===== config.mk =====
export PLATFORM = sky130hd
export DESIGN_NAME = mbd_queue
export DESIGN_NICKNAME = d
export VERILOG_FILES = /design/src/sv/mbd_pkg.sv /design/src/sv/mbd_queue.sv
export SDC_FILE = /design/constraint.sdc
export NUM_CORES = 1
export LEC_CHECK = 0
export BUFFER_PORTS_ARGS = -buffer_cell sky130_fd_sc_hd__buf_2
export CAP_MARGIN = 0
export CORE_ASPECT_RATIO = 0.5
export CORE_MARGIN = 2
export CORE_UTILIZATION = 50
export DETAILED_ROUTE_END_ITERATION = 16
export GPL_ROUTABILITY_DRIVEN = 0
export GPL_TIMING_DRIVEN = 0
export MAX_ROUTING_LAYER = met4
export PLACE_DENSITY_LB_ADDON = 0.1
export SYNTH_ARGS = -nofsm -noshare
export SYNTH_HDL_FRONTEND = slang
export SYNTH_SLANG_ARGS = --single-unit

===== constraint.sdc =====
create_clock -name clk -period 1.9 [get_ports clk]
set_input_delay 0.38 -clock clk [delete_from_list [all_inputs] [get_ports clk]]
set_output_delay 0.38 -clock clk [all_outputs]
set_load 0.03 [all_outputs]

===== src/sv/mbd_pkg.sv =====
// Shared constants, opcodes and the queue word type for the mip box downscaler.
// No dependencies.
package mbd_pkg;

    localparam int MAX_SIZE   = 1024;
    localparam int CFG_W      = 11;
    localparam int CNT_W      = $clog2(MAX_SIZE);
    localparam int SIZE_W     = CNT_W + 1;
    localparam int LINE_DEPTH = MAX_SIZE / 2;
    localparam int SLOT_W     = (LINE_DEPTH > 1) ? $clog2(LINE_DEPTH) : 1;
    localparam int CHAN_W     = 8;
    localparam int PIX_W      = 3 * CHAN_W;
    localparam int SUM_W      = CHAN_W + 1;
    localparam int LINE_W     = 3 * SUM_W;
    localparam int Q_DEPTH    = 4;
    localparam int Q_AW       = $clog2(Q_DEPTH);

    // configuration register indexes
    localparam logic REG_WIDTH  = 1'b0;
    localparam logic REG_HEIGHT = 1'b1;

    // back-end operations
    localparam logic [1:0] OP_WRITE  = 2'd0;  // store even-row pair sums
    localparam logic [1:0] OP_READ   = 2'd1;  // combine with stored sums, emit
    localparam logic [1:0] OP_DIRECT = 2'd2;  // emit data as given

    typedef struct packed {
        logic [1:0]        op;
        logic [SLOT_W-1:0] slot;
        logic [LINE_W-1:0] data;
        logic              last;
    } q_word_t;

endpackage


===== src/sv/mbd_queue.sv =====
// Short FIFO of work words between the front end and the back end.
// Depends on mbd_pkg.
module mbd_queue
(
    input  logic             clk,
    input  logic             rst_n,
    input  logic             push,
    input  mbd_pkg::q_word_t push_word,
    input  logic             pop,
    output mbd_pkg::q_word_t pop_word,
    output logic             full,
    output logic             empty
);

    mbd_pkg::q_word_t            slot_reg [mbd_pkg::Q_DEPTH];
    logic [mbd_pkg::Q_AW-1:0]    wr_ptr_reg, wr_ptr_next;
    logic [mbd_pkg::Q_AW-1:0]    rd_ptr_reg, rd_ptr_next;
    logic [mbd_pkg::Q_AW:0]      count_reg, count_next;

    assign full     = (count_reg == (mbd_pkg::Q_AW+1)'(mbd_pkg::Q_DEPTH));
    assign empty    = (count_reg == '0);
    assign pop_word = slot_reg[rd_ptr_reg];

    always_comb
    begin
        wr_ptr_next = wr_ptr_reg;
        rd_ptr_next = rd_ptr_reg;
        count_next  = count_reg;
        if (push)
        begin
            wr_ptr_next = (wr_ptr_reg == mbd_pkg::Q_AW'(mbd_pkg::Q_DEPTH - 1)) ?
                          '0 : wr_ptr_reg + 1'b1;
        end
        if (pop)
        begin
            rd_ptr_next = (rd_ptr_reg == mbd_pkg::Q_AW'(mbd_pkg::Q_DEPTH - 1)) ?
                          '0 : rd_ptr_reg + 1'b1;
        end
        if (push && !pop)
        begin
            count_next = count_reg + 1'b1;
        end
        else if (pop && !push)
        begin
            count_next = count_reg - 1'b1;
        end
    end

    always_ff @(posedge clk or negedge rst_n)
    begin
        if (!rst_n)
        begin
            wr_ptr_reg <= '0;
            rd_ptr_reg <= '0;
            count_reg  <= '0;
        end
        else
        begin
            wr_ptr_reg <= wr_ptr_next;
            rd_ptr_reg <= rd_ptr_next;
            count_reg  <= count_next;
        end
    end

    always_ff @(posedge clk)
    begin
        if (push)
        begin
            slot_reg[wr_ptr_reg] <= push_word;
        end
    end

`ifndef SYNTHESIS
    a_no_overflow: assert property (@(posedge clk) disable iff (!rst_n)
        push |-> !full)
        else $error("queue push while full");
    a_no_underflow: assert property (@(posedge clk) disable iff (!rst_n)
        pop |-> !empty)
        else $error("queue pop while empty");
    a_count_up: assert property (@(posedge clk) disable iff (!rst_n)
        (push && !pop) |=> (count_reg == $past(count_reg) + 1'b1))
        else $error("queue count did not follow push");
`endif

endmodule


# Word level (Yosys, flattened, before mapping)
# Memories as Yosys holds them, arrays and structs flattened.
# Index checks and enable logic that the tools add are counted.
# op_classes
add_sub_neg	4
n_eq_ne	3
muxes	6
reduce_logical	6
# op_table
op	count
$mux 3	2
$add 2x1->2 const B	2
$eq 2x2->1 const B	2
$mux 2	2
$add 3x1->3 const B	1
$eq 3x3->1 const B	1
$logic_not 3->1	1
$sub 3x1->3 const B	1
$logic_and 1x1->1	2
$logic_not 1->1	2
$mux 1	2
$reduce_bool 2->1	1
# word_totals
reg_bits	7
ram_bits	156
input_bits	43
out_inout_bits	41
wordCells	23
n_memories	1
# mem_list
name	words	width	read_ports	rd_ports_with_merged_regs	wr	line	text
slot_reg	4	39	1	0	1	mbd_queue.sv:15	mbd_pkg::q_word_t slot_reg [mbd_pkg::Q_DEPTH];

# Logic depth before layout (Yosys ltp)
# depth
ltp_word	4
mapped_depth	7
ltp_nobuf	7

# Least setup slack after synthesis
# OpenSTA, ideal clock, no wires.
# synth_timing
path_kind	reg2reg
from	register wr_ptr_reg[0] in the netlist's numbering
to	memory slot_reg[0][0] in the netlist's numbering, enable pin
setup_ns	0.400
arrival_ns	1.570
t_required_ns	1.500
setup_slack_ns	-0.070
stages_incl_launch_ff	4
n_path_buf	0
period_less_slack_ns	1.970
cell_sequence	dfrtp_1 > inv_1 > ha_1 > and2_1
# synth_rtl
element	line	text
start, declared	mbd_queue.sv:16	logic [mbd_pkg::Q_AW-1:0] wr_ptr_reg, wr_ptr_next;
start signal, assigned	mbd_queue.sv:59	wr_ptr_reg <= wr_ptr_next;
end, declared	mbd_queue.sv:15	
# No word-level cell before the write port.

==> key figures <==
Run status
  • Status: finished, violations left
  • Failing checks: negative setup slack

Global routing
  • Vias in the first global route: 2885
  • First-pass GRT wire length: 15.23 mm
  • M1 GR Usage: 21.38%
  • Met2 GRT Util: 27.27%
  • Total global routing overflow: 0
  • M3 GR Usage: 4.545%
  • Antenna violations before repair: 0
  • GRT Util Overall: 16.88%
  • Largest net degree at the start of global routing: 40
  • Top Usage Layer GRT: met2

Critical path
  • Worst Setup End Kind: output pin
  • R2R Setup Slk: 0.28 ns
  • Worst Path Required: 1.52 ns
  • Crit path buf inv count: 3
  • R2R cell count: 3
  • CP Max Fanout: 8
  • Most frequent CP cell: buf_12
  • CP cell instances: buf_12 > buf_12 > mux4_2 > buf_6
  • RR Endpoint: slot_reg[0][12]
  • Critical path class: register to output pin
  • CP top delay family: multiplexers
  • Launching point of the worst reg2reg path: wr_ptr_reg[0]
  • Critical path arrival: 1.81 ns
  • Max incr delay on CP: 0.54 ns
  • Worst Setup SP: rd_ptr_reg[0]
  • CP max stage cell: mux4_2
  • Critical path startpoint category: register

STA
  • Final worst path period share: 115.2%
  • Fmax: 0.4568 GHz
  • RSZ-0062 raised after global routing: yes
  • PnR worst setup slack: -0.2893 ns
  • Fin Clk Skew: 0.007620 ns
  • Final min period: 2.189 ns
  • Hold_ws: 0.1831 ns
  • Setup-failing EPs final: 39
  • Final hold violations: 0
  • Slew Limit Fails: 0
  • Worst slew margin: 58.17%
  • Worst-Margin Slew: 0.6275 ns

Route
  • DRT iter0 DRCs: 199
  • Routed vias/inst: 5.236
  • 1st-pass router iterations: 6
  • Via count: 2775
  • Drt wl/cell: 19.53 µm
  • Final wirelength: 10.35 mm
  • DRC: 0
  • Final ANT Viol Nets: 0

Pwr
  • Max rail drop VDD: 0.0009142 V
  • PD cells: 1697 nW/µm²
  • Sw power: 4162 µW
  • Internal: 8856 µW
  • Comb power frac: 38.6%
  • Net Sw Frac: 31.97%
  • Reg power frac: 37.0%
  • Clock share of power: 24.4%
  • Leak: 0.002676 µW

Floorplan
  • Core area: 11840 µm²
  • Std-Cell Rows: 28
  • Chip height: 82.04 µm
  • Starting Density: 51.43%
  • Boundary Pins: 84
  • Die area: 13130 µm²
  • Width of the die: 160.1 µm

Clock tree
  • CTS root buf: clkbuf_16
  • Clock buffer count from CTS: 17
  • Clock buffer depth: 2
  • H-tree level count: 4
  • TritonCTS clock tree: built
  • Clk slew on worst S/H paths: 0.06 ns
  • Latest clock arrival within the worst-skew pair: 0.41 ns
  • Clock sink count: 163

Final layout
  • # diodes: 0
  • Layout net count: 403
  • Fill cell count: 826
  • Most frequent cells in the layout: 156 x edfxtp_1, 48 x buf_2, 39 x mux4_2, 39 x buf_6, 20 x clkbuf_16
  • Area delta synth->final: 25.95%
  • Area taken by flip-flops and latches: 4860 µm²
  • Max FFs per register: 156
  • Area of the multi-input gates: 1109 µm²
  • Post-Layout Cell Count: 530
  • Final Util: 64.77%
  • Share of cells above drive strength 1: 48.77%
  • Commonest non-fill, non-tap cell in the layout: edfxtp_1

Place
  • Cell count after placement: 490
  • Buffers on Ports: 83
  • Final HPWL DP: 6.204 mm
  • Setup WS pre-CTS: -0.07421 ns

Yosys
  • Net Count, Synth: 291
  • Sequential cell area fraction in the yosys report: 79.80%
  • Synth cell types: 19
  • Yosys top cell by area: edfxtp_1
  • Yosys warning total: 0
  • Top post-synthesis cells by area: edfxtp_1 77%, mux4_2 14%, dfrtp_1 2.9%
  • Mapped Cells: 241
  • Mapped Avg Cell Area: 25.27 µm²
  • Post-synthesis cell area: 6090 µm²
  • Flops & latches, synth: 163
  • Yosys top cell area share: 76.93%

Min path
  • Hold endpoint: slot_reg[3][33]
  • Hold Crit Depth: 1
  • Hold Crit Class: primary input to register
  • Worst Hold Launch: push_word[33]

Run
  • Max-Cap Viols: 0
[area by class of cell]
cell class              instances  share of cell area, %
plain buffers                   9                  1.566
clock inverters                14                  1.729
multi-input cells              65                  14.45
well taps                     165                  2.692
repair buffers                 93                  10.46
inverters                       4                 0.1958
clock buffers                  17                  5.546
flip-flops and latches        163                  63.36
[Yosys cell counts]
library cell and n:
and2_1 4, buf_12 4, buf_2 4, buf_6 1, dfrtp_1 7, edfxtp_1 156, fa_1 1, ha_1 6
inv_1 4, mux2_2 3, mux4_1 1, mux4_2 38, nand2_1 2, nor2_1 3, nor3_1 1, nor3b_1 1
o21ai_0 2, xnor2_1 1, xor2_1 2
[cells by family after synthesis]
group           Yosys count  synth area share (%)
simple gates             11                0.9245
flops                   163                 79.80
xor+xnor                  3                0.4316
buf+inv                  13                 2.075
fa+ha+maj                 7                 1.562
mux                      42                 15.04
compound gates            2                0.1644
[worst max-delay path by stage]
stage               slack (ns)               to  depth (start not counted)
global route             -0.35     pop_word[19]                          4
detailed placement       -0.07  slot_reg[2][38]                          3
CTS                      -0.30      pop_word[2]                          4
floorplan                 0.01   slot_reg[3][0]                          2
global placement         -0.67  slot_reg[3][38]                          2
finish                   -0.29      pop_word[2]                          4
[metal layers]
metal  up-vias  share of wire (%)
met1      1457                 45
met4         0               0.99
li1       1243                  -
met2        66                 50
met3         9                4.0
met5         -                  0
[timing repair]
action | CTS | global route
setup buffers | 3 | 2
gates cloned | 0 | 3
hold endpoints to repair | 7 | 0
pin swaps | 0 | 0
resized for setup | 82 | 2
setup endpoints to repair | 156 | 39
hold buffers | 1 | 0
[through the flow]
stage	TNS, ns	total power, µW	instance area [µm²]
2_1_floorplan	0	7893	6093
3_3_place_gp	-26.45	8829	6715
3_5_place_dp	-7.031	8977	6736
4_1_cts	-10.09	12960	7571
5_1_grt	-12.57	13590	7670
6_report	-10.08	13020	7670
[power groups by stage]
stage | logic (µW) | registers [µW] | clock network (µW)
floorplan | 3070 | 4820 | 0
global placement | 3970 | 4850 | 0
detailed placement | 4080 | 4900 | 0
CTS | 4890 | 4820 | 3260
global route | 5310 | 4870 | 3400
finish | 5030 | 4810 | 3180
No activity file was read; power rests on OpenSTA's default activity.
