===== src/sv/mbd_pkg.sv =====
// Shared constants, opcodes and the queue word type for the mip box downscaler.
// No dependencies.
package mbd_pkg;

    localparam int MAX_SIZE   = 1024;
    localparam int CFG_W      = 11;
    localparam int CNT_W      = $clog2(MAX_SIZE);
    localparam int SIZE_W     = CNT_W + 1;
    localparam int LINE_DEPTH = MAX_SIZE / 2;
    localparam int SLOT_W     = (LINE_DEPTH > 1) ? $clog2(LINE_DEPTH) : 1;
    localparam int CHAN_W     = 8;
    localparam int PIX_W      = 3 * CHAN_W;
    localparam int SUM_W      = CHAN_W + 1;
    localparam int LINE_W     = 3 * SUM_W;
    localparam int Q_DEPTH    = 4;
    localparam int Q_AW       = $clog2(Q_DEPTH);

    // configuration register indexes
    localparam logic REG_WIDTH  = 1'b0;
    localparam logic REG_HEIGHT = 1'b1;

    // back-end operations
    localparam logic [1:0] OP_WRITE  = 2'd0;  // store even-row pair sums
    localparam logic [1:0] OP_READ   = 2'd1;  // combine with stored sums, emit
    localparam logic [1:0] OP_DIRECT = 2'd2;  // emit data as given

    typedef struct packed {
        logic [1:0]        op;
        logic [SLOT_W-1:0] slot;
        logic [LINE_W-1:0] data;
        logic              last;
    } q_word_t;

endpackage


===== src/sv/mbd_front.sv =====
// Front end: configuration, position counters, left-pixel hold and pair sums.
// Classifies each source word and pushes work words into the queue. Uses mbd_pkg.
module mbd_front
(
    input  logic                         clk,
    input  logic                         rst_n,
    input  logic                         cfg_we,
    input  logic                         cfg_index,
    input  logic [mbd_pkg::CFG_W-1:0]    cfg_data,
    input  logic                         s_tvalid,
    output logic                         s_tready,
    input  logic [mbd_pkg::PIX_W-1:0]    s_tdata,
    input  logic                         q_full,
    output logic                         q_push,
    output mbd_pkg::q_word_t             q_word
);

    localparam int EXT_W = (mbd_pkg::CFG_W > mbd_pkg::SIZE_W) ?
                           mbd_pkg::CFG_W : mbd_pkg::SIZE_W;

    logic [mbd_pkg::SIZE_W-1:0] width_reg, height_reg;
    logic [mbd_pkg::CNT_W-1:0]  col_reg, col_next;
    logic [mbd_pkg::CNT_W-1:0]  row_reg, row_next;
    logic [mbd_pkg::PIX_W-1:0]  held_reg, held_next;

    logic [EXT_W-1:0]           cfg_ext;
    logic [mbd_pkg::SIZE_W-1:0] cfg_eff;
    logic [mbd_pkg::SIZE_W-1:0] col_ext, row_ext, col_inc, row_inc;
    logic [mbd_pkg::SIZE_W-1:0] last_col, last_row;
    logic                       one_w, one_h;
    logic                       accept;
    logic [mbd_pkg::LINE_W-1:0] pair_sums;
    logic [mbd_pkg::PIX_W-1:0]  pair_avg;
    logic                       pos_odd, pos_last;

    // clamp the written size into 1..MAX_SIZE
    always_comb
    begin
        cfg_ext = EXT_W'(cfg_data);
        if (cfg_ext == '0)
        begin
            cfg_eff = mbd_pkg::SIZE_W'(1);
        end
        else if (cfg_ext > EXT_W'(mbd_pkg::MAX_SIZE))
        begin
            cfg_eff = mbd_pkg::SIZE_W'(mbd_pkg::MAX_SIZE);
        end
        else
        begin
            cfg_eff = mbd_pkg::SIZE_W'(cfg_ext);
        end
    end

    assign s_tready = !q_full;
    assign accept   = s_tvalid && s_tready;

    always_comb
    begin
        col_ext  = mbd_pkg::SIZE_W'(col_reg);
        row_ext  = mbd_pkg::SIZE_W'(row_reg);
        col_inc  = col_ext + 1'b1;
        row_inc  = row_ext + 1'b1;
        last_col = {width_reg[mbd_pkg::SIZE_W-1:1], 1'b0} - 1'b1;
        last_row = {height_reg[mbd_pkg::SIZE_W-1:1], 1'b0} - 1'b1;
        one_w    = (width_reg == mbd_pkg::SIZE_W'(1));
        one_h    = (height_reg == mbd_pkg::SIZE_W'(1));

        for (int k = 0; k < 3; k++)
        begin
            pair_sums[k*mbd_pkg::SUM_W +: mbd_pkg::SUM_W] =
                mbd_pkg::SUM_W'(held_reg[k*mbd_pkg::CHAN_W +: mbd_pkg::CHAN_W]) +
                mbd_pkg::SUM_W'(s_tdata[k*mbd_pkg::CHAN_W +: mbd_pkg::CHAN_W]);
            pair_avg[k*mbd_pkg::CHAN_W +: mbd_pkg::CHAN_W] =
                pair_sums[k*mbd_pkg::SUM_W + 1 +: mbd_pkg::CHAN_W];
        end

        // single row pairs along columns, single column pairs along rows
        pos_odd  = one_h ? col_reg[0] : (one_w ? row_reg[0] : col_reg[0]);
        pos_last = one_h ? (col_ext == last_col) : (row_ext == last_row);

        held_next    = held_reg;
        q_push       = 1'b0;
        q_word.op    = mbd_pkg::OP_DIRECT;
        q_word.slot  = mbd_pkg::SLOT_W'(col_reg >> 1);
        q_word.data  = mbd_pkg::LINE_W'(pair_avg);
        q_word.last  = 1'b0;

        if (one_w && one_h)
        begin
            q_push      = accept;
            q_word.data = '0;
            q_word.last = 1'b1;
        end
        else if (!pos_odd)
        begin
            if (accept)
            begin
                held_next = s_tdata;
            end
        end
        else if (one_w || one_h)
        begin
            q_push      = accept;
            q_word.last = pos_last;
        end
        else
        begin
            q_push      = accept;
            q_word.data = pair_sums;
            q_word.op   = row_reg[0] ? mbd_pkg::OP_READ : mbd_pkg::OP_WRITE;
            q_word.last = (col_ext == last_col) && (row_ext == last_row);
        end

        col_next = col_reg;
        row_next = row_reg;
        if (accept)
        begin
            if (col_inc >= width_reg)
            begin
                col_next = '0;
                row_next = (row_inc >= height_reg) ? '0 : mbd_pkg::CNT_W'(row_inc);
            end
            else
            begin
                col_next = mbd_pkg::CNT_W'(col_inc);
            end
        end
    end

    always_ff @(posedge clk or negedge rst_n)
    begin
        if (!rst_n)
        begin
            width_reg  <= mbd_pkg::SIZE_W'(1);
            height_reg <= mbd_pkg::SIZE_W'(1);
            col_reg    <= '0;
            row_reg    <= '0;
            held_reg   <= '0;
        end
        else if (cfg_we)
        begin
            if (cfg_index == mbd_pkg::REG_WIDTH)
            begin
                width_reg <= cfg_eff;
            end
            else
            begin
                height_reg <= cfg_eff;
            end
            col_reg <= '0;
            row_reg <= '0;
        end
        else
        begin
            col_reg  <= col_next;
            row_reg  <= row_next;
            held_reg <= held_next;
        end
    end

endmodule


===== config.mk =====
export PLATFORM = sky130hd
export DESIGN_NAME = mbd_front
export DESIGN_NICKNAME = d
export VERILOG_FILES = /design/src/sv/mbd_pkg.sv /design/src/sv/mbd_front.sv
export SDC_FILE = /design/constraint.sdc
export NUM_CORES = 1
export LEC_CHECK = 0
export BUFFER_PORTS_ARGS = -buffer_cell sky130_fd_sc_hd__buf_2
export CORE_MARGIN = 2
export CORE_UTILIZATION = 60
export CTS_BUF_LIST = sky130_fd_sc_hd__clkbuf_8
export CTS_CLUSTER_DIAMETER = 40
export DETAILED_ROUTE_END_ITERATION = 10
export PLACE_DENSITY = 0.83
export REMOVE_ABC_BUFFERS = 1
export SYNTH_ARGS = -nofsm -noshare
export SYNTH_HDL_FRONTEND = slang
export SYNTH_SLANG_ARGS = --single-unit

===== constraint.sdc =====
create_clock -name clk -period 5.8 [get_ports clk]
set_clock_uncertainty 0.05 [all_clocks]
set_input_delay 0.87 -clock clk [delete_from_list [all_inputs] [get_ports clk]]
set_output_delay 0.87 -clock clk [all_outputs]
set_load 0.05 [all_outputs]

# ---- Yosys cells after proc, flatten, opt, wreduce, memory -nomap -nowiden
# Cells that the tools add are included.
dict set report word_totals {
  reg_bits 66
  output_inout_bits 41
}
dict set report classes {
  n_addsub 7
  order_cmp 3
  eq_ne 4
  mux 22
  bitwise_logic 4
  n_reduce_logical 12
}
# operator count
set ops {}
lappend ops {{$mux 10} 7}
lappend ops {{$mux 28} 2}
lappend ops {{$add 8x8->9} 3}
lappend ops {{$mux 27} 1}
lappend ops {{$add 10x1->11 const B} 2}
lappend ops {{$eq 10x11->1} 2}
lappend ops {{$eq 11x1->1 const B} 2}
lappend ops {{$ge 11x11->1} 2}
lappend ops {{$mux 11} 2}
lappend ops {{$sub 11x1->11 const B} 2}
lappend ops {{$gt 11x11->1 const B} 1}
lappend ops {{$logic_not 11->1} 1}
lappend ops {{$mux 1} 7}
lappend ops {{$mux 2} 3}
lappend ops {{$reduce_and 2->1} 3}
lappend ops {{$not 1->1} 4}
lappend ops {{$reduce_and 4->1} 1}
lappend ops {{$reduce_bool 2->1} 2}
lappend ops {{$logic_and 1x1->1} 3}
lappend ops {{$logic_not 1->1} 1}
lappend ops {{$logic_or 1x1->1} 1}

# ---- Longest topological paths before layout
# Gate-level depths: netlist (run 1).
dict set report logic_depth {
  ltp_word 6
  ltp_mapped 12
  mapped_depth_nobuf 12
}

# ---- Least setup slack after synthesis (run 1)
# No wires, ideal clock.
dict set report synth_path {
  path_type {input-to-output}
  start {input port s_tdata[8] in the netlist's numbering}
  end {output port q_word[16] in the netlist's numbering}
  arrival_time_ns 3.335
  t_required_ns 4.880
  setup_slack_ns 1.545
  cell_stages 9
  path_cell_list {ha_1 > inv_1 > fa_1 > nor2b_1 > o21ai_0 > a21boi_0 > o21a_1 > nor3_1 > o32ai_1}
}
# item line_no
set synth_rtl {}
lappend synth_rtl {{from (decl)} mbd_front.sv:12} ;# input logic [mbd_pkg::PIX_W-1:0] s_tdata,
lappend synth_rtl {{to (decl)} mbd_front.sv:15} ;# output mbd_pkg::q_word_t q_word

==> run_results.csv, run 1 <==
group,metric,value,unit
outcome,status,"finished, final reports clean",
detailed_routing,totalWireLength,13700,um
timing,fmax,249,MHz
yosys,ys_warn_count,0,
detailed_routing,wl_per_cell,17.2,um
yosys,postSynthCellCount,618,
clocking,cts_sinks,66,
yosys,synth.distinct_cells,70,
flow_run,maxCapViolCount,0,
detailed_routing,final_antenna_net_count,0,
layout,nets,774,
detailed_routing,drc,0,
setup_path,cp.required,4.88,ns
timing,hold_violations,0,
clocking,ctsResizeCount,0,
clocking,clk_latency,0.34,ns
timing,finalMaxSlewViolations,0,
yosys,async_reset_ff_share,100,%
setup_path,crit_chain,"buf_2, ha_1, inv_1, fa_1, nor2b_1, o21ai_0, a21boi_0, o21a_1, nor3_1, o32ai_1, buf_2",
detailed_routing,vias,4902,
die,core_area,9150,um^2
layout,mostFrequentLayoutCells,"buf_2 (81), dfrtp_1 (64), nand2_1 (63), ha_1 (50), o21ai_0 (49)",
global_route,antenna_found_initial,0,
global_route,grt_pass1_wl,22900,um
yosys,synth_top_area_share,28.7,%
yosys,synth_edf_count,0,
setup_path,crit_path_max_fanout,3,
timing,rsz0062_at_grt,"false",
detailed_routing,drtIter0Drc,235,
clocking,clk_transition_reported_paths,0.07,ns
die,die_area,10100,um^2
die,pin_count,82,
detailed_routing,firstDrtPassIters,4,
setup_path,critPathSlowestCell,"a21boi_0",
yosys,ys.flop_type,"dfrtp_1",
layout,syn_to_final_growth,10.7,%
global_route,grt_usage,28.1,%
clocking,cts.hold.buffers_added,0,
setup_path,cp_common_cell,"buf_2",
timing,maxSlewHeadroom,38.9,%
layout,final_common_cell,"buf_2",
min_path,hp-class,"reg -> reg",
setup_path,slowest_delay,0.46,ns
layout,drive_above_1_share,21.0,%
global_route,gr-total-overflow,0,
yosys,ys_top_cells_by_area,"dfrtp_1 (29%), ha_1 (11%), mux2_4 (4.6%)",
clocking,cts_buffers,9,
yosys,postSynthAreaPerCell,9.04,um^2
layout,largest_reg_flops,24,
power_and_ir_drop,p_per_area,398,nW/um^2
yosys,synth_seq_cells,66,
power_and_ir_drop,vdd_ir_drop_max,0.000219,V
clocking,h-tree-depth,3,
setup_path,worstPathArrival,3.10,ns
setup_path,endpoint_kind,"output pin",
die,start_util,61.0,%
placement,dp_hpwl,10200,um
setup_path,critPathTopFamily,"compound AO/OA/AOI/OAI gates",
yosys,seq_area_frac_synth,29.6,%
timing,setup_tns,0,ns
clocking,clock_path_buffers,2,
detailed_routing,vias_per_cell,6.16,
setup_path,crit_type,"in -> out",
setup_path,critPathBufInv,3,
clocking,post_cts_buffers,0,
timing,min_period,4.02,ns
timing,max_slew.worst_pin.slew,0.916,ns
placement,portBuffers,81,
global_route,grt_max_degree,67,
die,num_rows,35,
setup_path,critical_path.startpoint_type,"input pin",
placement,place_congestion,0.895,
die,die_x,100,um
timing,period_share,69.3,%
layout,insertedDiodeCount,0,
clocking,cts_tree,"yes",
global_route,grt_pass1_vias,4971,
power_and_ir_drop,leakage,3.01,nW
yosys,synth_area,5590,um^2
yosys,synth.largest_area_cell,"dfrtp_1",
timing,whs,0.460,ns
timing,setup_viol,0,
die,dieHeight,100,um
clocking,cts_root_buf,"clkbuf_8",
==> cell type report <==
class / count / area, um^2
inverter: 42 / 158
fill: 710 / 2970
multi-input combinational: 479 / 3590
sequential: 66 / 1650
tap: 111 / 139
timing repair buffer: 82 / 413
clock inverter: 5 / 78.8
clock buffer: 11 / 151
==> synthesized netlist by cell type, types with 3 or more instances <==
cell      instances
a211oi_1         11
dfrtp_1          64
xnor2_1          25
nand4_1          10
nor3_1           10
and3_1            7
nand3_1          17
o21ai_0          49
nor2_1           24
o21a_1           14
buf_2             3
nor2b_1           7
or2_2             5
o22ai_1           6
a21oi_1          18
or3_1             3
clkbuf_1         15
and4_1            4
buf_4             9
mux2i_1           5
fa_1              3
nand2_1          63
a21o_1            6
nand2b_1         18
nor4_1            6
o211ai_1         10
buf_6             4
inv_1            41
xor2_1           26
o31ai_1          13
mux2_2            6
mux2_4           17
ha_1             50
==> per-layer routing <==
metal | vias up | routed length, um | share of wire [%] | track usage (%)
li1 | 2333 | - | - | -
met1 | 2360 | 5970 | 44 | 35.9
met2 | 175 | 6660 | 49 | 47.6
met3 | 34 | 677 | 5.0 | 3.47
met4 | 0 | 348 | 2.5 | 12.9
met5 | - | 0 | 0 | 0
==> worst reg2reg max path: stages, from the launching register on <==
cell and delay (ns):
dfrtp_1 0.52, ha_1 0.30, and3_1 0.21, and3_1 0.25, and3_1 0.27, xor2_1 0.19, ha_1 0.27, a21o_1 0.18
a21o_1 0.18, a211o_1 0.37, a21oi_2 0.35, nand3_2 0.19, o41ai_1 0.27
==> kinds of logic (layout without fill, tap and decap cells) <==
logic type	after synthesis	count (layout)	share of synthesized area, %
AO/OA/AOI/OAI	160	160	19.4
XOR/XNOR	51	51	8.00
adder cells (fa/ha/maj)	53	53	12.3
buffers and inverters	73	140	6.11
flip-flops	66	66	29.6
multiplexers	28	28	6.67
AND/OR/NAND/NOR	187	187	17.9
==> power by group <==
group          total (mW)  internal [mW]  switching (mW)
Clock               0.447          0.264           0.183
Combinational        1.39          0.470           0.920
Sequential          0.622          0.538          0.0832
==> per-stage QoR <==
step | total power [mW] | cell area, um^2 | setup slack (ns) | util [%] | instances
4_1_cts | 2.45 | 6180 | 1.81 | 67.6 | 796
6_report | 2.46 | 6180 | 1.78 | 67.6 | 796
2_1_floorplan | 1.69 | 5400 | 1.55 | - | 587
3_5_place_dp | 1.99 | 5950 | 1.95 | 65.1 | 780
5_1_grt | 2.60 | 6180 | 1.64 | 67.6 | 796
3_3_place_gp | 1.95 | 5950 | 2.07 | 65.1 | 780
==> path summary, 6_finish.rpt <==
kind	startpoint	end	slack [ns]	depth (start not counted)
max	s_tdata[8]	q_word[16]	1.78	11
min	height_reg[0]	height_reg[0]	0.46	2
max reg2reg	row_reg[0]	row_reg[7]	2.09	12
min reg2reg	height_reg[0]	height_reg[0]	0.46	2
max in group asynchronous	rst_n	col_reg[2]	4.49	2
min in group asynchronous	rst_n	held_reg[2]	0.67	2
Power figures use the tool's default switching activity.
==> inputs of run 2 (changes only) <==
- CORE_UTILIZATION: 60 -> 54
- PLACE_DENSITY: 0.83 -> 0.79
- clock period: 5.8 -> 3.2 ns (I/O delays scaled with it)
==> run 2 against run 1 <==
Against the previous run: final cell count rose by 6.2%; die area grew 11%; power grew 84%; sequential share of layout area down 1.2 points; sequential power increased by 78%; largest power group unchanged; flip-flop and latch count unchanged; register-to-register slack got worse by 2.0 ns; routed wire length up 2.2%; via count is 1.8% higher; non-clock buffer count grew 23; utilization down 3.7 points; combinational power is 94% higher.
==> run_results.csv, run 2 (synthesized netlist as in run 1, its figures left out) <==
group,metric,value,unit
setup_path,crit_type,"reg -> reg",
setup_path,crit_cells,13,
detailed_routing,drc,0,
global_route,gr-total-overflow,0,
detailed_routing,firstDrtPassIters,5,
placement,dp_hpwl,10400,um
setup_path,startpoint,"row_reg[1]",
detailed_routing,final_antenna_net_count,0,
layout,insertedDiodeCount,0,
timing,max_slew.worst_pin.slew,0.646,ns
setup_path,endpoint,"row_reg[2]",
detailed_routing,wl_per_cell,16.5,um
placement,portBuffers,81,
die,pin_count,82,
global_route,antenna_found_initial,0,
setup_path,r2r_cells,13,
setup_path,critPathBufInv,1,
die,die_x,106,um
layout,n_fill_cell,868,
timing,whs,0.315,ns
outcome,status,"finished, final reports clean",
setup_path,cp.required,3.41,ns
min_path,hp-class,"in -> reg",
clocking,clock_path_buffers,2,
die,core_area,10200,um^2
setup_path,crit_path_max_fanout,5,
setup_path,r2r_end,"row_reg[2]",
setup_path,worstPathArrival,3.33,ns
die,die_area,11200,um^2
power_and_ir_drop,p_per_area,695,nW/um^2
die,start_util,54.9,%
layout,nets,798,
flow_run,maxCapViolCount,0,
timing,setup_tns,0,ns
global_route,grt_pass1_wl,22700,um
clocking,cts_root_buf,"clkbuf_8",
detailed_routing,vias_per_cell,5.91,
clocking,cts_tree,"yes",
global_route,grt_usage,25.1,%
timing,period_share,97.5,%
clocking,cts_sinks,66,
setup_path,r2r_start,"row_reg[1]",
setup_path,critPathSlowestCell,"dfrtp_1",
timing,setup_viol,0,
layout,largest_reg_flops,24,
die,dieHeight,106,um
setup_path,r2r_slack,0.08,ns
timing,rsz0062_at_grt,"true",
clocking,cts_buffers,9,
layout,final_common_cell,"buf_2",
detailed_routing,totalWireLength,14000,um
setup_path,critical_path.startpoint_type,"register",
timing,maxSlewHeadroom,56.9,%
placement,place_congestion,0.933,
die,num_rows,37,
layout,syn_to_final_growth,16.4,%
power_and_ir_drop,leakage,3.13,nW
clocking,clk_latency,0.36,ns
layout,drive_above_1_share,26.7,%
power_and_ir_drop,vdd_ir_drop_max,0.000599,V
global_route,grt_max_degree,32,
global_route,grt_pass1_vias,4941,
setup_path,endpoint_kind,"register",
detailed_routing,vias,4991,
timing,finalMaxSlewViolations,0,
timing,min_period,3.12,ns
setup_path,critPathTopFamily,"compound AO/OA/AOI/OAI gates",
clocking,clk_transition_reported_paths,0.09,ns
clocking,h-tree-depth,3,
timing,fmax,321,MHz
setup_path,slowest_delay,0.40,ns
setup_path,crit_chain,"ha_2, and3_4, and3_4, and3_2, xor2_1, ha_1, a21o_1, a21o_1, a211o_4, a21oi_4, nand3_4, buf_4, o21ai_0",
layout,mostFrequentLayoutCells,"buf_2 (74), nand2_1 (63), dfrtp_1 (61), ha_1 (48), o21ai_0 (46)",
timing,hold_violations,0,
power_and_ir_drop,finalPower,4.52,mW
detailed_routing,drtIter0Drc,264,
## run 2: worst min path at each step
stage / cells past startpoint / slack, ns / end / startpoint
after detailed placement: 1 / 0.36 / held_reg[1] / rst_n
after global routing: 2 / 0.32 / held_reg[13] / s_tdata[13]
final: 2 / 0.31 / held_reg[14] / s_tdata[14]
after global placement: 1 / 0.36 / held_reg[0] / rst_n
after floorplan: 0 / 0.13 / col_reg[0] / rst_n
after CTS: 2 / 0.31 / held_reg[8] / s_tdata[8]
## run 2: metrics by stage
stage | area, um^2 | utilization (%) | std cells | setup slack (ns)
after floorplan | 5400 | - | 587 | -0.336
after global placement | 6090 | 59.8 | 819 | 0.129
after detailed placement | 6090 | 59.8 | 819 | -0.0228
after CTS | 6320 | 62.1 | 838 | 0.0115
after global routing | 6500 | 63.8 | 845 | -0.0541
final | 6500 | 63.8 | 845 | 0.0801
## run 2: what timing repair did
item,CTS,global route
cloned,0,1
pin swaps,1,13
hold endpoints to repair,12,0
setup buffers,2,6
setup endpoints to repair,10,25
hold buffers,1,0
resized for setup,5,34
## run 2: routing by layer
layer	vias to the layer above	wire length [um]	global-route usage (%)
li1	2386	-	-
met1	2414	6000	31.5
met2	161	6920	42.7
met3	30	720	4.39
met4	0	314	10.5
met5	-	0	0
## run 2: final cells by class
type | instances | area, um^2 | share of cell area [%]
sequential | 66 | 1660 | 25.5
clock inverter | 6 | 57.6 | 0.885
inverter | 42 | 158 | 2.42
tap | 136 | 170 | 2.62
timing repair buffer | 105 | 617 | 9.49
clock buffer | 10 | 138 | 2.12
multi-input combinational | 480 | 3700 | 57.0
## run 2: worst reg2reg max path, cell delays in order, from the launching register on
cell and delay [ns]:
dfrtp_1 0.40, ha_2 0.18, and3_4 0.18, and3_4 0.19, and3_2 0.24, xor2_1 0.15
ha_1 0.30, a21o_1 0.18, a21o_1 0.18, a211o_4 0.36, a21oi_4 0.17, nand3_4 0.11
buf_4 0.16, o21ai_0 0.18
## run 2: power by group
part | internal, mW | switching, mW | leakage (nW) | total (mW)
sequential | 0.977 | 0.129 | 0.835 | 1.11
combinational | 0.964 | 1.73 | 2.18 | 2.69
clock | 0.376 | 0.344 | 0.107 | 0.720
total | 2.32 | 2.20 | 3.13 | 4.52
==> inputs of run 3 (changes only) <==
- PLACE_DENSITY: 0.79 -> not set
- PLACE_DENSITY_LB_ADDON: not set -> 0.12
==> run 3 against run 2 <==
Against the previous run: hold slack got worse by 0.21 ns; die area did not move; utilization rose by 0.27 points; flip-flop and latch count did not move; via count fell by 2.6%; register-to-register slack improved by 0.02 ns; fmax rose by 0.51%; clock power rose by 3.9%; critical path type is now reg -> out; combinational power barely moved; global-route usage fell by 0.32 points; critical path depth fell by 3; critical endpoint is now q_word[7]; power rose by 0.60%.
==> run_results.csv, run 3 (synthesized netlist as in run 1, its figures left out) <==
group,metric,value,unit
layout,n_fill_cell,870,
global_route,grt_max_degree,30,
timing,period_share,97.0,%
outcome,status,"finished, final reports clean",
die,start_util,54.9,%
clocking,clk_latency,0.36,ns
global_route,grt_usage,24.8,%
die,die_x,106,um
global_route,grt_pass1_vias,4676,
placement,dp.cells,822,
min_path,hp-class,"in -> async",
setup_path,worstPathArrival,2.57,ns
layout,drive_above_1_share,27.5,%
setup_path,cp_common_cell,"o21a_1",
layout,largest_reg_flops,24,
setup_path,slowest_delay,0.40,ns
timing,whs,0.105,ns
flow_run,maxCapViolCount,0,
placement,dp_hpwl,10300,um
clocking,cts_sinks,66,
setup_path,critPathBufInv,2,
detailed_routing,firstDrtPassIters,4,
detailed_routing,vias,4859,
die,core_area,10200,um^2
clocking,clk_transition_reported_paths,0.08,ns
clocking,h-tree-depth,3,
global_route,gr-total-overflow,0,
timing,fmax,322,MHz
layout,syn_to_final_growth,16.9,%
setup_path,r2r_cells,12,
setup_path,crit_path_max_fanout,3,
detailed_routing,totalWireLength,13700,um
timing,finalWorstSetupSlack,0.0959,ns
layout,final_cells,852,
timing,min_period,3.10,ns
power_and_ir_drop,leakage,3.15,nW
detailed_routing,wl_per_cell,16.0,um
timing,finalMaxSlewViolations,0,
setup_path,crit_cells,10,
clocking,clock_path_buffers,2,
setup_path,crit_type,"reg -> out",
setup_path,critPathTopFamily,"compound AO/OA/AOI/OAI gates",
die,dieHeight,106,um
timing,setup_viol,0,
detailed_routing,final_antenna_net_count,0,
global_route,grt_pass1_wl,22300,um
timing,maxSlewHeadroom,52.3,%
layout,insertedDiodeCount,0,
layout,mostFrequentLayoutCells,"buf_2 (73), nand2_1 (63), dfrtp_1 (61), ha_1 (47), o21ai_0 (46)",
placement,place_congestion,0.885,
setup_path,critical_path.startpoint_type,"register",
layout,nets,805,
die,die_area,11200,um^2
setup_path,critPathSlowestCell,"dfrtp_1",
setup_path,crit_chain,"ha_1, inv_1, fa_1, nor2b_1, o21a_1, o21a_1, o31a_1, a21oi_1, a2bb2o_1, buf_2",
power_and_ir_drop,vdd_ir_drop_max,0.000688,V
setup_path,r2r_slack,0.1,ns
clocking,cts_buffers,9,
layout,final_common_cell,"buf_2",
timing,hold_violations,0,
global_route,antenna_found_initial,0,
detailed_routing,drc,0,
setup_path,endpoint_kind,"output pin",
detailed_routing,vias_per_cell,5.70,
placement,portBuffers,81,
power_and_ir_drop,p_per_area,696,nW/um^2
detailed_routing,drtIter0Drc,262,
placement,dp_slack,-0.0514,ns
setup_path,r2r_end,"row_reg[7]",
timing,rsz0062_at_grt,"true",
setup_path,cp.required,2.67,ns
die,num_rows,37,
die,pin_count,82,
setup_path,r2r_start,"row_reg[0]",
timing,max_slew.worst_pin.slew,0.715,ns
clocking,cts_tree,"yes",
clocking,cts_root_buf,"clkbuf_8",
run 3: through the flow:
step	instance area (um^2)	utilization [%]	power [mW]	setup TNS (ns)
2_1_floorplan	5400	-	3.07	-1.05
3_3_place_gp	6110	60.0	3.61	0
3_5_place_dp	6110	60.0	3.67	-0.0514
4_1_cts	6360	62.4	4.45	0
5_1_grt	6530	64.1	4.83	-0.111
6_report	6530	64.1	4.54	0
run 3: report_power, final:
part	switching [mW]	internal (mW)
combinational	1.72	0.974
clock	0.382	0.366
sequential	0.128	0.976
total	2.23	2.32
run 3: worst max path at each step:
| stage | from | endpoint | slack (ns) |
|---|---|---|---|
| 4_1_cts | width_reg[7] | q_word[20] | 0.002 |
| 5_1_grt | height_reg[2] | q_word[7] | -0.03 |
| 6_report | held_reg[0] | q_word[7] | 0.1 |
| 2_1_floorplan | width_reg[7] | q_word[14] | -0.34 |
| 3_5_place_dp | row_reg[1] | row_reg[7] | -0.05 |
| 3_3_place_gp | row_reg[1] | row_reg[7] | 0.13 |
run 3: layer usage:
layer  global-route usage (%)  wire length [um]  share of wire, %  vias up
met5                        0                 0                 0        -
met2                     41.8              6630                49      126
met4                     7.33               248               1.8        0
met1                     32.6              6080                45     2314
li1                         -                 -                 -     2397
met3                     4.27               695               5.1       22
run 3: worst register-to-register path: stages, from the launching register on:
cell	delay, ns
dfrtp_1	0.41
ha_1	0.22
and3_1	0.21
and3_4	0.20
and3_4	0.19
xor2_1	0.14
ha_1	0.29
a21o_1	0.18
a21o_1	0.18
a211o_1	0.30
a21oi_2	0.17
nand3_2	0.17
o41ai_2	0.31
run 3: layout make-up:
type | count | area [um^2] | area share, %
Multi-Input combinational cell | 479 | 3670 | 56.2
Sequential cell | 66 | 1660 | 25.4
Timing Repair Buffer | 113 | 669 | 10.3
Tap cell | 136 | 170 | 2.61
Inverter | 42 | 160 | 2.45
Clock buffer | 9 | 124 | 1.90
Clock inverter | 7 | 77.6 | 1.19
run 3: what timing repair did:
item	CTS	global route
pin swaps	2	12
resized for setup	6	35
buffers inserted	3	11
endpoints found under the setup margin	11	35
hold buffers	0	0
